<file path="src/hw/rtl/cgnd_pkg.sv">
package cgnd_pkg;

    // input op codes
    localparam logic [1:0] OP_APPEND = 2'd0;
    localparam logic [1:0] OP_QUERY  = 2'd1;
    localparam logic [1:0] OP_RETIRE = 2'd2;

    // configuration register indexes
    localparam logic CFG_VECTOR_LENGTH = 1'b0;
    localparam logic CFG_BUDGET        = 1'b1;

    localparam int CFG_DW   = 8;
    localparam int OP_W     = 2;
    localparam int TRACK_W  = 5;
    localparam int VALUE_W  = 16;
    localparam int DIST_W   = 16;
    localparam int BUDGET_W = 5;
    localparam int S_DATA_W = 24;

    localparam logic [DIST_W-1:0] DIST_EMPTY = 16'hFFFF;
    localparam logic [DIST_W-1:0] ONE_Q14    = 16'd16384;
    localparam int FRAC_SHIFT = 22;
    localparam int NORM_SHIFT = 8;

    typedef struct packed {
        logic load;
        logic g_we;
        logic q_we;
        logic rd;
        logic acc_clear;
        logic sqrt_start;
        logic den_load;
        logic div_start;
        logic best_init;
        logic best_update;
        logic out_load;
        logic out_empty;
    } cmd_t;

    typedef struct packed {
        logic acc_busy;
        logic sqrt_busy;
        logic div_busy;
    } sts_t;

endpackage

</file>
<file path="src/hw/rtl/cgnd_ctrl.sv">
module cgnd_ctrl #(
    parameter int TRACKS     = 32,
    parameter int MAX_BUDGET = 16,
    parameter int MAX_DIM    = 128,
    parameter int TW         = 5,
    parameter int SW         = 4,
    parameter int IW         = 7
) (
    input  logic                          clk,
    input  logic                          rst_n,
    input  logic                          s_tvalid,
    output logic                          s_tready,
    input  logic [cgnd_pkg::OP_W-1:0]     s_op,
    input  logic [cgnd_pkg::TRACK_W-1:0]  s_track,
    input  logic                          cfg_we,
    input  logic                          cfg_index,
    input  logic [cgnd_pkg::CFG_DW-1:0]   cfg_data,
    output logic                          m_tvalid,
    input  logic                          m_tready,
    output cgnd_pkg::cmd_t                cmd,
    input  cgnd_pkg::sts_t                sts,
    output logic [TW-1:0]                 track,
    output logic [SW-1:0]                 slot,
    output logic [IW-1:0]                 idx
);
    import cgnd_pkg::*;

    localparam int CW  = $clog2(MAX_BUDGET + 1);
    localparam int BW  = (CW > BUDGET_W) ? CW : BUDGET_W;
    localparam int LW  = $clog2(MAX_DIM + 1);
    localparam int LCW = (LW > CFG_DW) ? LW : CFG_DW;

    localparam logic [3:0] ST_IDLE   = 4'd0;
    localparam logic [3:0] ST_REDUCE = 4'd1;
    localparam logic [3:0] ST_EXEC   = 4'd2;
    localparam logic [3:0] ST_READ   = 4'd3;
    localparam logic [3:0] ST_DRAIN  = 4'd4;
    localparam logic [3:0] ST_SQRT   = 4'd5;
    localparam logic [3:0] ST_DEN    = 4'd6;
    localparam logic [3:0] ST_DIV    = 4'd7;
    localparam logic [3:0] ST_BEST   = 4'd8;
    localparam logic [3:0] ST_OUT    = 4'd9;
    localparam logic [3:0] ST_DSTART = 4'd10;

    logic [3:0]          state_reg;
    logic [3:0]          state_next;
    logic [CFG_DW-1:0]   vlen_reg;
    logic [BUDGET_W-1:0] budget_reg;
    logic [IW-1:0]       ei_reg;
    logic [CW-1:0]       cnt_tab [TRACKS];
    logic [SW-1:0]       old_tab [TRACKS];
    logic [TW-1:0]       trk_map [32];
    logic [OP_W-1:0]     op_reg;
    logic [TW-1:0]       trk_reg;
    logic [CW-1:0]       cnt_reg;
    logic [CW-1:0]       old_reg;
    logic [CW-1:0]       k_reg;
    logic [CW-1:0]       slot_reg;
    logic [IW-1:0]       i_reg;
    logic                empty_reg;
    logic                mval_reg;

    logic [CW-1:0]       eff_b;
    logic [LW-1:0]       eff_len;
    logic [LW-1:0]       len_m1;
    logic                last;
    logic [IW-1:0]       cur_idx;
    logic [CW:0]         ring_sum;
    logic [CW-1:0]       wslot;
    logic [CW-1:0]       old_inc;
    logic [CW-1:0]       slot_inc;
    logic [CW-1:0]       tab_cnt;
    logic                accept;
    logic                out_free;

    // track number folded onto the table size
    for (genvar g = 0; g < 32; g++)
    begin : g_trk
        assign trk_map[g] = TW'(g % TRACKS);
    end

    always_comb
    begin
        if (budget_reg == '0)
        begin
            eff_b = CW'(1);
        end
        else if (BW'(budget_reg) > BW'(MAX_BUDGET))
        begin
            eff_b = CW'(MAX_BUDGET);
        end
        else
        begin
            eff_b = CW'(budget_reg);
        end
        if (vlen_reg == '0)
        begin
            eff_len = LW'(1);
        end
        else if (LCW'(vlen_reg) > LCW'(MAX_DIM))
        begin
            eff_len = LW'(MAX_DIM);
        end
        else
        begin
            eff_len = LW'(vlen_reg);
        end
    end

    assign len_m1   = eff_len - 1'b1;
    assign last     = LW'(ei_reg) >= len_m1;
    assign cur_idx  = last ? IW'(len_m1) : ei_reg;
    assign ring_sum = {1'b0, old_reg} + {1'b0, cnt_reg};
    assign wslot    = (cnt_reg < eff_b) ?
                      ((ring_sum >= {1'b0, eff_b}) ? CW'(ring_sum - {1'b0, eff_b})
                                                   : CW'(ring_sum))
                      : old_reg;
    assign old_inc  = (old_reg + 1'b1 == eff_b) ? '0 : old_reg + 1'b1;
    assign slot_inc = (slot_reg + 1'b1 == eff_b) ? '0 : slot_reg + 1'b1;
    assign tab_cnt  = cnt_tab[trk_map[s_track]];
    assign accept   = s_tvalid && (state_reg == ST_IDLE);
    assign out_free = !mval_reg || m_tready;

    assign s_tready = (state_reg == ST_IDLE);
    assign m_tvalid = mval_reg;
    assign track    = trk_reg;
    assign slot     = (state_reg == ST_EXEC) ? SW'(wslot) : SW'(slot_reg);
    assign idx      = (state_reg == ST_EXEC) ? cur_idx : i_reg;

    always_comb
    begin
        state_next = state_reg;
        cmd        = '0;
        unique case (state_reg)
            ST_IDLE:
            begin
                cmd.load = accept;
                if (accept)
                begin
                    state_next = ST_REDUCE;
                end
            end
            ST_REDUCE:
            begin
                if (old_reg < eff_b)
                begin
                    state_next = ST_EXEC;
                end
            end
            ST_EXEC:
            begin
                state_next = ST_IDLE;
                cmd.g_we   = (op_reg == OP_APPEND);
                cmd.q_we   = (op_reg == OP_QUERY);
                if (op_reg == OP_QUERY && last)
                begin
                    cmd.best_init = 1'b1;
                    state_next    = (cnt_reg == '0) ? ST_OUT : ST_READ;
                end
            end
            ST_READ:
            begin
                cmd.rd        = 1'b1;
                cmd.acc_clear = (i_reg == '0);
                if (LW'(i_reg) == len_m1)
                begin
                    state_next = ST_DRAIN;
                end
            end
            ST_DRAIN:
            begin
                if (!sts.acc_busy)
                begin
                    cmd.sqrt_start = 1'b1;
                    state_next     = ST_SQRT;
                end
            end
            ST_SQRT:
            begin
                if (!sts.sqrt_busy)
                begin
                    state_next = ST_DEN;
                end
            end
            ST_DEN:
            begin
                cmd.den_load = 1'b1;
                state_next   = ST_DSTART;
            end
            ST_DSTART:
            begin
                cmd.div_start = 1'b1;
                state_next    = ST_DIV;
            end
            ST_DIV:
            begin
                if (!sts.div_busy)
                begin
                    state_next = ST_BEST;
                end
            end
            ST_BEST:
            begin
                cmd.best_update = 1'b1;
                state_next      = (k_reg + 1'b1 == cnt_reg) ? ST_OUT : ST_READ;
            end
            ST_OUT:
            begin
                if (out_free)
                begin
                    cmd.out_load  = 1'b1;
                    cmd.out_empty = empty_reg;
                    state_next    = ST_IDLE;
                end
            end
            default:
            begin
                state_next = ST_IDLE;
            end
        endcase
    end

    always_ff @(posedge clk or negedge rst_n)
    begin
        if (!rst_n)
        begin
            state_reg  <= ST_IDLE;
            vlen_reg   <= CFG_DW'(MAX_DIM > 255 ? 128 : 128);
            budget_reg <= BUDGET_W'(16);
            ei_reg     <= '0;
            mval_reg   <= 1'b0;
            for (int n = 0; n < TRACKS; n++)
            begin
                cnt_tab[n] <= '0;
                old_tab[n] <= '0;
            end
        end
        else
        begin
            state_reg <= state_next;
            if (cfg_we && cfg_index == CFG_VECTOR_LENGTH)
            begin
                vlen_reg <= cfg_data;
            end
            if (cfg_we && cfg_index == CFG_BUDGET)
            begin
                budget_reg <= cfg_data[BUDGET_W-1:0];
            end
            if (cmd.out_load)
            begin
                mval_reg <= 1'b1;
            end
            else if (m_tready)
            begin
                mval_reg <= 1'b0;
            end
            if (state_reg == ST_EXEC)
            begin
                priority case (op_reg)
                    OP_RETIRE:
                    begin
                        cnt_tab[trk_reg] <= '0;
                        old_tab[trk_reg] <= '0;
                        ei_reg           <= '0;
                    end
                    OP_APPEND:
                    begin
                        ei_reg <= last ? '0 : cur_idx + 1'b1;
                        if (last && cnt_reg < eff_b)
                        begin
                            cnt_tab[trk_reg] <= cnt_reg + 1'b1;
                            old_tab[trk_reg] <= SW'(old_reg);
                        end
                        else if (last)
                        begin
                            cnt_tab[trk_reg] <= eff_b;
                            old_tab[trk_reg] <= SW'(old_inc);
                        end
                    end
                    OP_QUERY:
                    begin
                        ei_reg <= last ? '0 : cur_idx + 1'b1;
                    end
                    default:
                    begin
                        ei_reg <= ei_reg;
                    end
                endcase
            end
        end
    end

    // item fields and sample loop counters
    always_ff @(posedge clk)
    begin
        if (accept)
        begin
            op_reg  <= s_op;
            trk_reg <= trk_map[s_track];
            cnt_reg <= (tab_cnt > eff_b) ? eff_b : tab_cnt;
            old_reg <= CW'(old_tab[trk_map[s_track]]);
        end
        else if (state_reg == ST_REDUCE && old_reg >= eff_b)
        begin
            old_reg <= old_reg - eff_b;
        end
        if (state_reg == ST_EXEC)
        begin
            k_reg     <= '0;
            slot_reg  <= old_reg;
            i_reg     <= '0;
            empty_reg <= (cnt_reg == '0);
        end
        else if (state_reg == ST_READ)
        begin
            i_reg <= i_reg + 1'b1;
        end
        else if (state_reg == ST_BEST)
        begin
            k_reg    <= k_reg + 1'b1;
            slot_reg <= slot_inc;
            i_reg    <= '0;
        end
    end
endmodule

</file>
<file path="config.mk">
export PLATFORM = sky130hd
export DESIGN_NAME = cgnd_ctrl
export DESIGN_NICKNAME = d
export VERILOG_FILES = /design/src/hw/rtl/cgnd_pkg.sv /design/src/hw/rtl/cgnd_ctrl.sv
export SDC_FILE = /design/constraint.sdc
export NUM_CORES = 1
export LEC_CHECK = 0
export BUFFER_PORTS_ARGS = -buffer_cell sky130_fd_sc_hd__buf_2
export CAP_MARGIN = 20
export CORE_MARGIN = 3
export CORE_UTILIZATION = 50
export DETAILED_ROUTE_END_ITERATION = 8
export PLACE_DENSITY = 0.69
export SLEW_MARGIN = 25
export SYNTH_ARGS = -nofsm -noshare
export SYNTH_HDL_FRONTEND = slang
export SYNTH_SLANG_ARGS = --single-unit
export TNS_END_PERCENT = 100
</file>
<file path="constraint.sdc">
create_clock -name clk -period 4.05 [get_ports clk]
set_input_delay 0.2025 -clock clk [delete_from_list [all_inputs] [get_ports clk]]
set_output_delay 0.2025 -clock clk [all_outputs]
set_load 0.02 [all_outputs]
</file>
==> metrics.txt <==
# TYPE chip_impl_metric gauge
chip_impl_metric{name="finalCoreUtilization",unit="%"} 59.0
chip_impl_metric{name="setup_viol",unit=""} 0
chip_impl_metric{name="post_synth_inst_count",unit=""} 1641
chip_impl_metric{name="worst_hold_slack",unit="ns"} 0.0837
chip_impl_metric{name="max_clock_freq",unit="MHz"} 260
chip_impl_metric{name="num-nets-final",unit=""} 1799
chip_impl_metric{name="grt_first_pass_wirelength",unit="um"} 75900
chip_impl_info{name="setup.worst_path.start_class",value="flop"} 1
chip_impl_metric{name="die_h",unit="um"} 196
chip_impl_metric{name="routabilityCongestion",unit=""} 0.889
chip_impl_info{name="synth_flop_cell",value="dfrtp_1"} 1
chip_impl_metric{name="finish.cell_count_without_fillers",unit=""} 2216
chip_impl_metric{name="dieArea",unit="um2"} 38200
chip_impl_metric{name="drt-pass1-iter-count",unit=""} 4
chip_impl_metric{name="grt_antenna_before_repair",unit=""} 0
chip_impl_metric{name="postLayoutSetupSlackWorst",unit="ns"} 0.209
chip_impl_metric{name="final.fill_count",unit=""} 2860
chip_impl_metric{name="placement.setup.worst_slack",unit="ns"} 0.150
chip_impl_metric{name="io_buffers",unit=""} 53
chip_impl_metric{name="detail_route.drc_violations",unit=""} 0
chip_impl_metric{name="n_antenna_cell",unit=""} 0
chip_impl_metric{name="synth_seq_cells",unit=""} 348
chip_impl_metric{name="skew",unit="ns"} 0.0185
chip_impl_metric{name="p_per_area",unit="nW/um2"} 601
chip_impl_metric{name="avgSynthCellArea",unit="um2"} 10.9
chip_impl_metric{name="power.total",unit="mW"} 12.4
chip_impl_metric{name="starting_utilization_of_the_core_area",unit="%"} 51.4
chip_impl_metric{name="asyncSetResetFlopFracSynth",unit="%"} 89.9
chip_impl_metric{name="place_hpwl",unit="um"} 32100
chip_impl_metric{name="grtUsageTotal",unit="%"} 24.9
chip_impl_metric{name="vias",unit=""} 13355
chip_impl_info{name="critical-path-top-cell-by-count",value="or3_1"} 1
chip_impl_metric{name="maxCapViolations",unit=""} 0
chip_impl_metric{name="critical_path.max_fanout",unit=""} 14
chip_impl_metric{name="synth-edff-count",unit=""} 22
chip_impl_metric{name="post_detailed_route_wirelength_per_cell",unit="um"} 21.1
chip_impl_metric{name="numPlacedInstances",unit=""} 2129
chip_impl_metric{name="worst_setup_hold_path_clk_slew",unit="ns"} 0.06
chip_impl_metric{name="synthesis.nets",unit=""} 1708
chip_impl_info{name="synth_most_common_cell",value="dfrtp_1"} 1
chip_impl_metric{name="clkLatencyLatePin",unit="ns"} 0.54
chip_impl_metric{name="finalSetupTns",unit="ns"} 0
chip_impl_metric{name="ys_warn_count",unit=""} 0
chip_impl_metric{name="synth-seq-area-share",unit="%"} 48.8
chip_impl_info{name="crit_chain",value="or3_1 -> or3_1 -> o31ai_1 -> inv_1 -> ha_1 -> a2111oi_4 -> o21ai_2 -> nand2_2 -> buf_8 -> nor2_1 -> a21oi_1 -> o21ai_0 -> buf_2"} 1
chip_impl_info{name="yosysTopAreaCell",value="dfrtp_1"} 1
chip_impl_metric{name="rows",unit=""} 68
chip_impl_metric{name="synth_top_area_share",unit="%"} 43.3
chip_impl_metric{name="ff_latch_area",unit="um2"} 8760
chip_impl_info{name="clockRootBuffer",value="clkbuf_16"} 1
chip_impl_info{name="crit_type",value="reg -> out"} 1
chip_impl_metric{name="clock_path_buffers",unit=""} 3
chip_impl_metric{name="core-area",unit="um2"} 35000
chip_impl_metric{name="synthesis_to_finish_area_growth",unit="%"} 14.9
chip_impl_info{name="crit_slowest_cell",value="or3_1"} 1
chip_impl_metric{name="transition_time_at_the_pin_with_the_least_slew_margin",unit="ns"} 1.09
chip_impl_metric{name="grt-ovfl-total",unit=""} 0
chip_impl_metric{name="numCtsBuffers",unit=""} 38
chip_impl_metric{name="cts.htree.levels",unit=""} 2
chip_impl_metric{name="worst_path_largest_cell_delay",unit="ns"} 0.42
chip_impl_metric{name="avgViaCountPerCell",unit=""} 6.03
chip_impl_metric{name="slew-limit-headroom",unit="%"} 27.0
chip_impl_metric{name="placed_area",unit="um2"} 19100
chip_impl_metric{name="critical_path_arrival",unit="ns"} 3.64
chip_impl_metric{name="area_occupied_by_multi_input_gates",unit="um2"} 8570
chip_impl_metric{name="fin_crit",unit="ns"} 3.84
chip_impl_info{name="netlist_top_cells_count",value="311 x dfrtp_1, 287 x nand2_1, 240 x o21ai_0, 90 x mux4_2, 88 x mux2_2"} 1
chip_impl_metric{name="synth_area",unit="um2"} 18000
chip_impl_info{name="min-delay-path-class",value="in -> reg"} 1
chip_impl_metric{name="io-pin-count",unit=""} 54
chip_impl_info{name="grt_setup_unrepaired",value="false"} 1
chip_impl_metric{name="drive_gt1_share",unit="%"} 25.6
chip_impl_metric{name="hold_viol_final",unit=""} 0
chip_impl_metric{name="power.ir.vdd_worst",unit="mV"} 0.438
chip_impl_info{name="type_of_element_capturing_the_critical_path",value="output port"} 1
chip_impl_metric{name="flip_flop_count_of_the_largest_register_after_layout",unit=""} 160
chip_impl_metric{name="route.antenna.remaining_nets",unit=""} 0
chip_impl_metric{name="timing.final.max_slew_violations",unit=""} 0
chip_impl_metric{name="largest_net_degree_at_the_start_of_global_routing",unit=""} 112
chip_impl_metric{name="crit_required",unit="ns"} 3.85
chip_impl_info{name="run_status",value="finished clean"} 1
chip_impl_metric{name="drt-total-wl",unit="um"} 46800
chip_impl_info{name="synth.area.top_cells",value="dfrtp_1 43%, mux4_2 11%, o21ai_0 6.7%, nand2_1 6.0%, mux2_2 5.5%"} 1
chip_impl_metric{name="yosysUniqueCellTypes",unit=""} 72
chip_impl_info{name="cts_tree",value="yes"} 1
chip_impl_metric{name="final_design_area_no_fill",unit="um2"} 20600
chip_impl_metric{name="cts_sinks",unit=""} 348
chip_impl_metric{name="via_count_of_the_first_global_routing_pass",unit=""} 13722
chip_impl_metric{name="ratio_of_final_minimum_period_to_clock_period",unit="%"} 94.8
chip_impl_metric{name="die_width",unit="um"} 196
chip_impl_metric{name="leakage",unit="nW"} 9.14
chip_impl_metric{name="detail_route.iter0.violations",unit=""} 960
-- worst max-delay path: cells and delay by family (launching register included) --
family                     cells  cell delay [ns]
AOI/OAI and AO/OA              5             1.02
buffers and inverters          3             0.43
DFF                            1             0.40
and+or+nand+nor                4             0.94
adders and majority gates      1             0.33
-- cell families (layout without fill, tap and decap cells) --
| logic type | count (synthesis) | count (layout) | share of synthesized area (%) |
|---|---|---|---|
| AO/OA/AOI/OAI | 374 | 374 | 12.2 |
| flip-flops | 348 | 348 | 48.8 |
| multiplexers | 196 | 196 | 17.8 |
| adder cells (fa/ha/maj) | 43 | 43 | 3.12 |
| XOR/XNOR | 32 | 32 | 1.56 |
| AND/OR/NAND/NOR | 498 | 498 | 12.7 |
| buffers and inverters | 150 | 270 | 3.85 |
-- worst paths after layout --
| kind | from | endpoint | slack (ns) | cells past startpoint |
|---|---|---|---|---|
| worst max-delay path | vlen_reg[1] | idx[6] | 0.21 | 13 |
| worst min-delay path | sts[1] | state_reg[2] | 0.08 | 3 |
| worst max register to register | vlen_reg[1] | cnt_tab[84] | 0.24 | 13 |
| worst min register to register | cnt_tab[21] | cnt_tab[21] | 0.47 | 2 |
| max in group asynchronous | rst_n | vlen_reg[7] | 2.60 | 3 |
| min in group asynchronous | rst_n | old_tab[92] | 0.36 | 2 |
-- layout make-up --
class                           count  share of cell area (%)
Tap cell                          455                    2.76
Timing Repair Buffer              170                    6.40
Clock inverter                     18                   0.982
Clock buffer                       51                    5.34
Sequential cell                   348                    42.4
Inverter                           31                   0.564
Multi-Input combinational cell   1143                    41.5
-- report_power, final --
| part | internal [mW] | leakage [nW] | total [mW] | switching [mW] |
|---|---|---|---|---|
| Clock | 2.13 | 0.651 | 3.60 | 1.47 |
| Combinational | 1.66 | 3.91 | 3.87 | 2.21 |
| Sequential | 4.35 | 4.58 | 4.94 | 0.590 |
| Total | 8.14 | 9.14 | 12.4 | 4.27 |
-- layout by cell type (no fill, tap or decap), drive strengths merged, types with 4 or more instances in the layout --
cell,Yosys,final
buf,56,158
nand3,22,22
ha,40,40
o211ai,8,8
o31ai,5,5
nor2b,41,41
nand2,287,287
o21ai,277,277
dlygate4sd3,0,12
xnor2,15,15
nand4,30,30
or3,5,5
a31oi,7,7
a22o,4,4
clkbuf,63,51
mux4,90,90
a21o,9,9
inv,31,38
and3,10,10
or2,5,5
nor2,47,47
dfxtp,13,13
nor3,10,10
nor3b,4,4
nand2b,12,12
nor4,5,5
or4,4,4
o21a,4,4
nand3b,4,4
mux2i,16,16
mux2,90,90
xor2,17,17
a21oi,32,32
a211oi,7,7
clkinv,0,7
dfrtp,311,311
edfxtp,22,22
and2,4,4
-- per-layer routing --
layer,global-route usage (%),up-vias,wire [um]
met5,0,-,0
met4,10.0,0,1890
met3,4.45,116,2810
met2,40.1,430,22100
met1,33.6,6719,20000
li1,-,6090,-
-- what timing repair did --
action / in CTS / in global routing
hold buffers: 12 / 0
resized for setup: 7 / 7
hold endpoints to repair: 125 / 0
buffers inserted: 1 / 5
pin swaps: 0 / 2
setup endpoints to repair: 10 / 245
(Power assumes the default switching activity.)
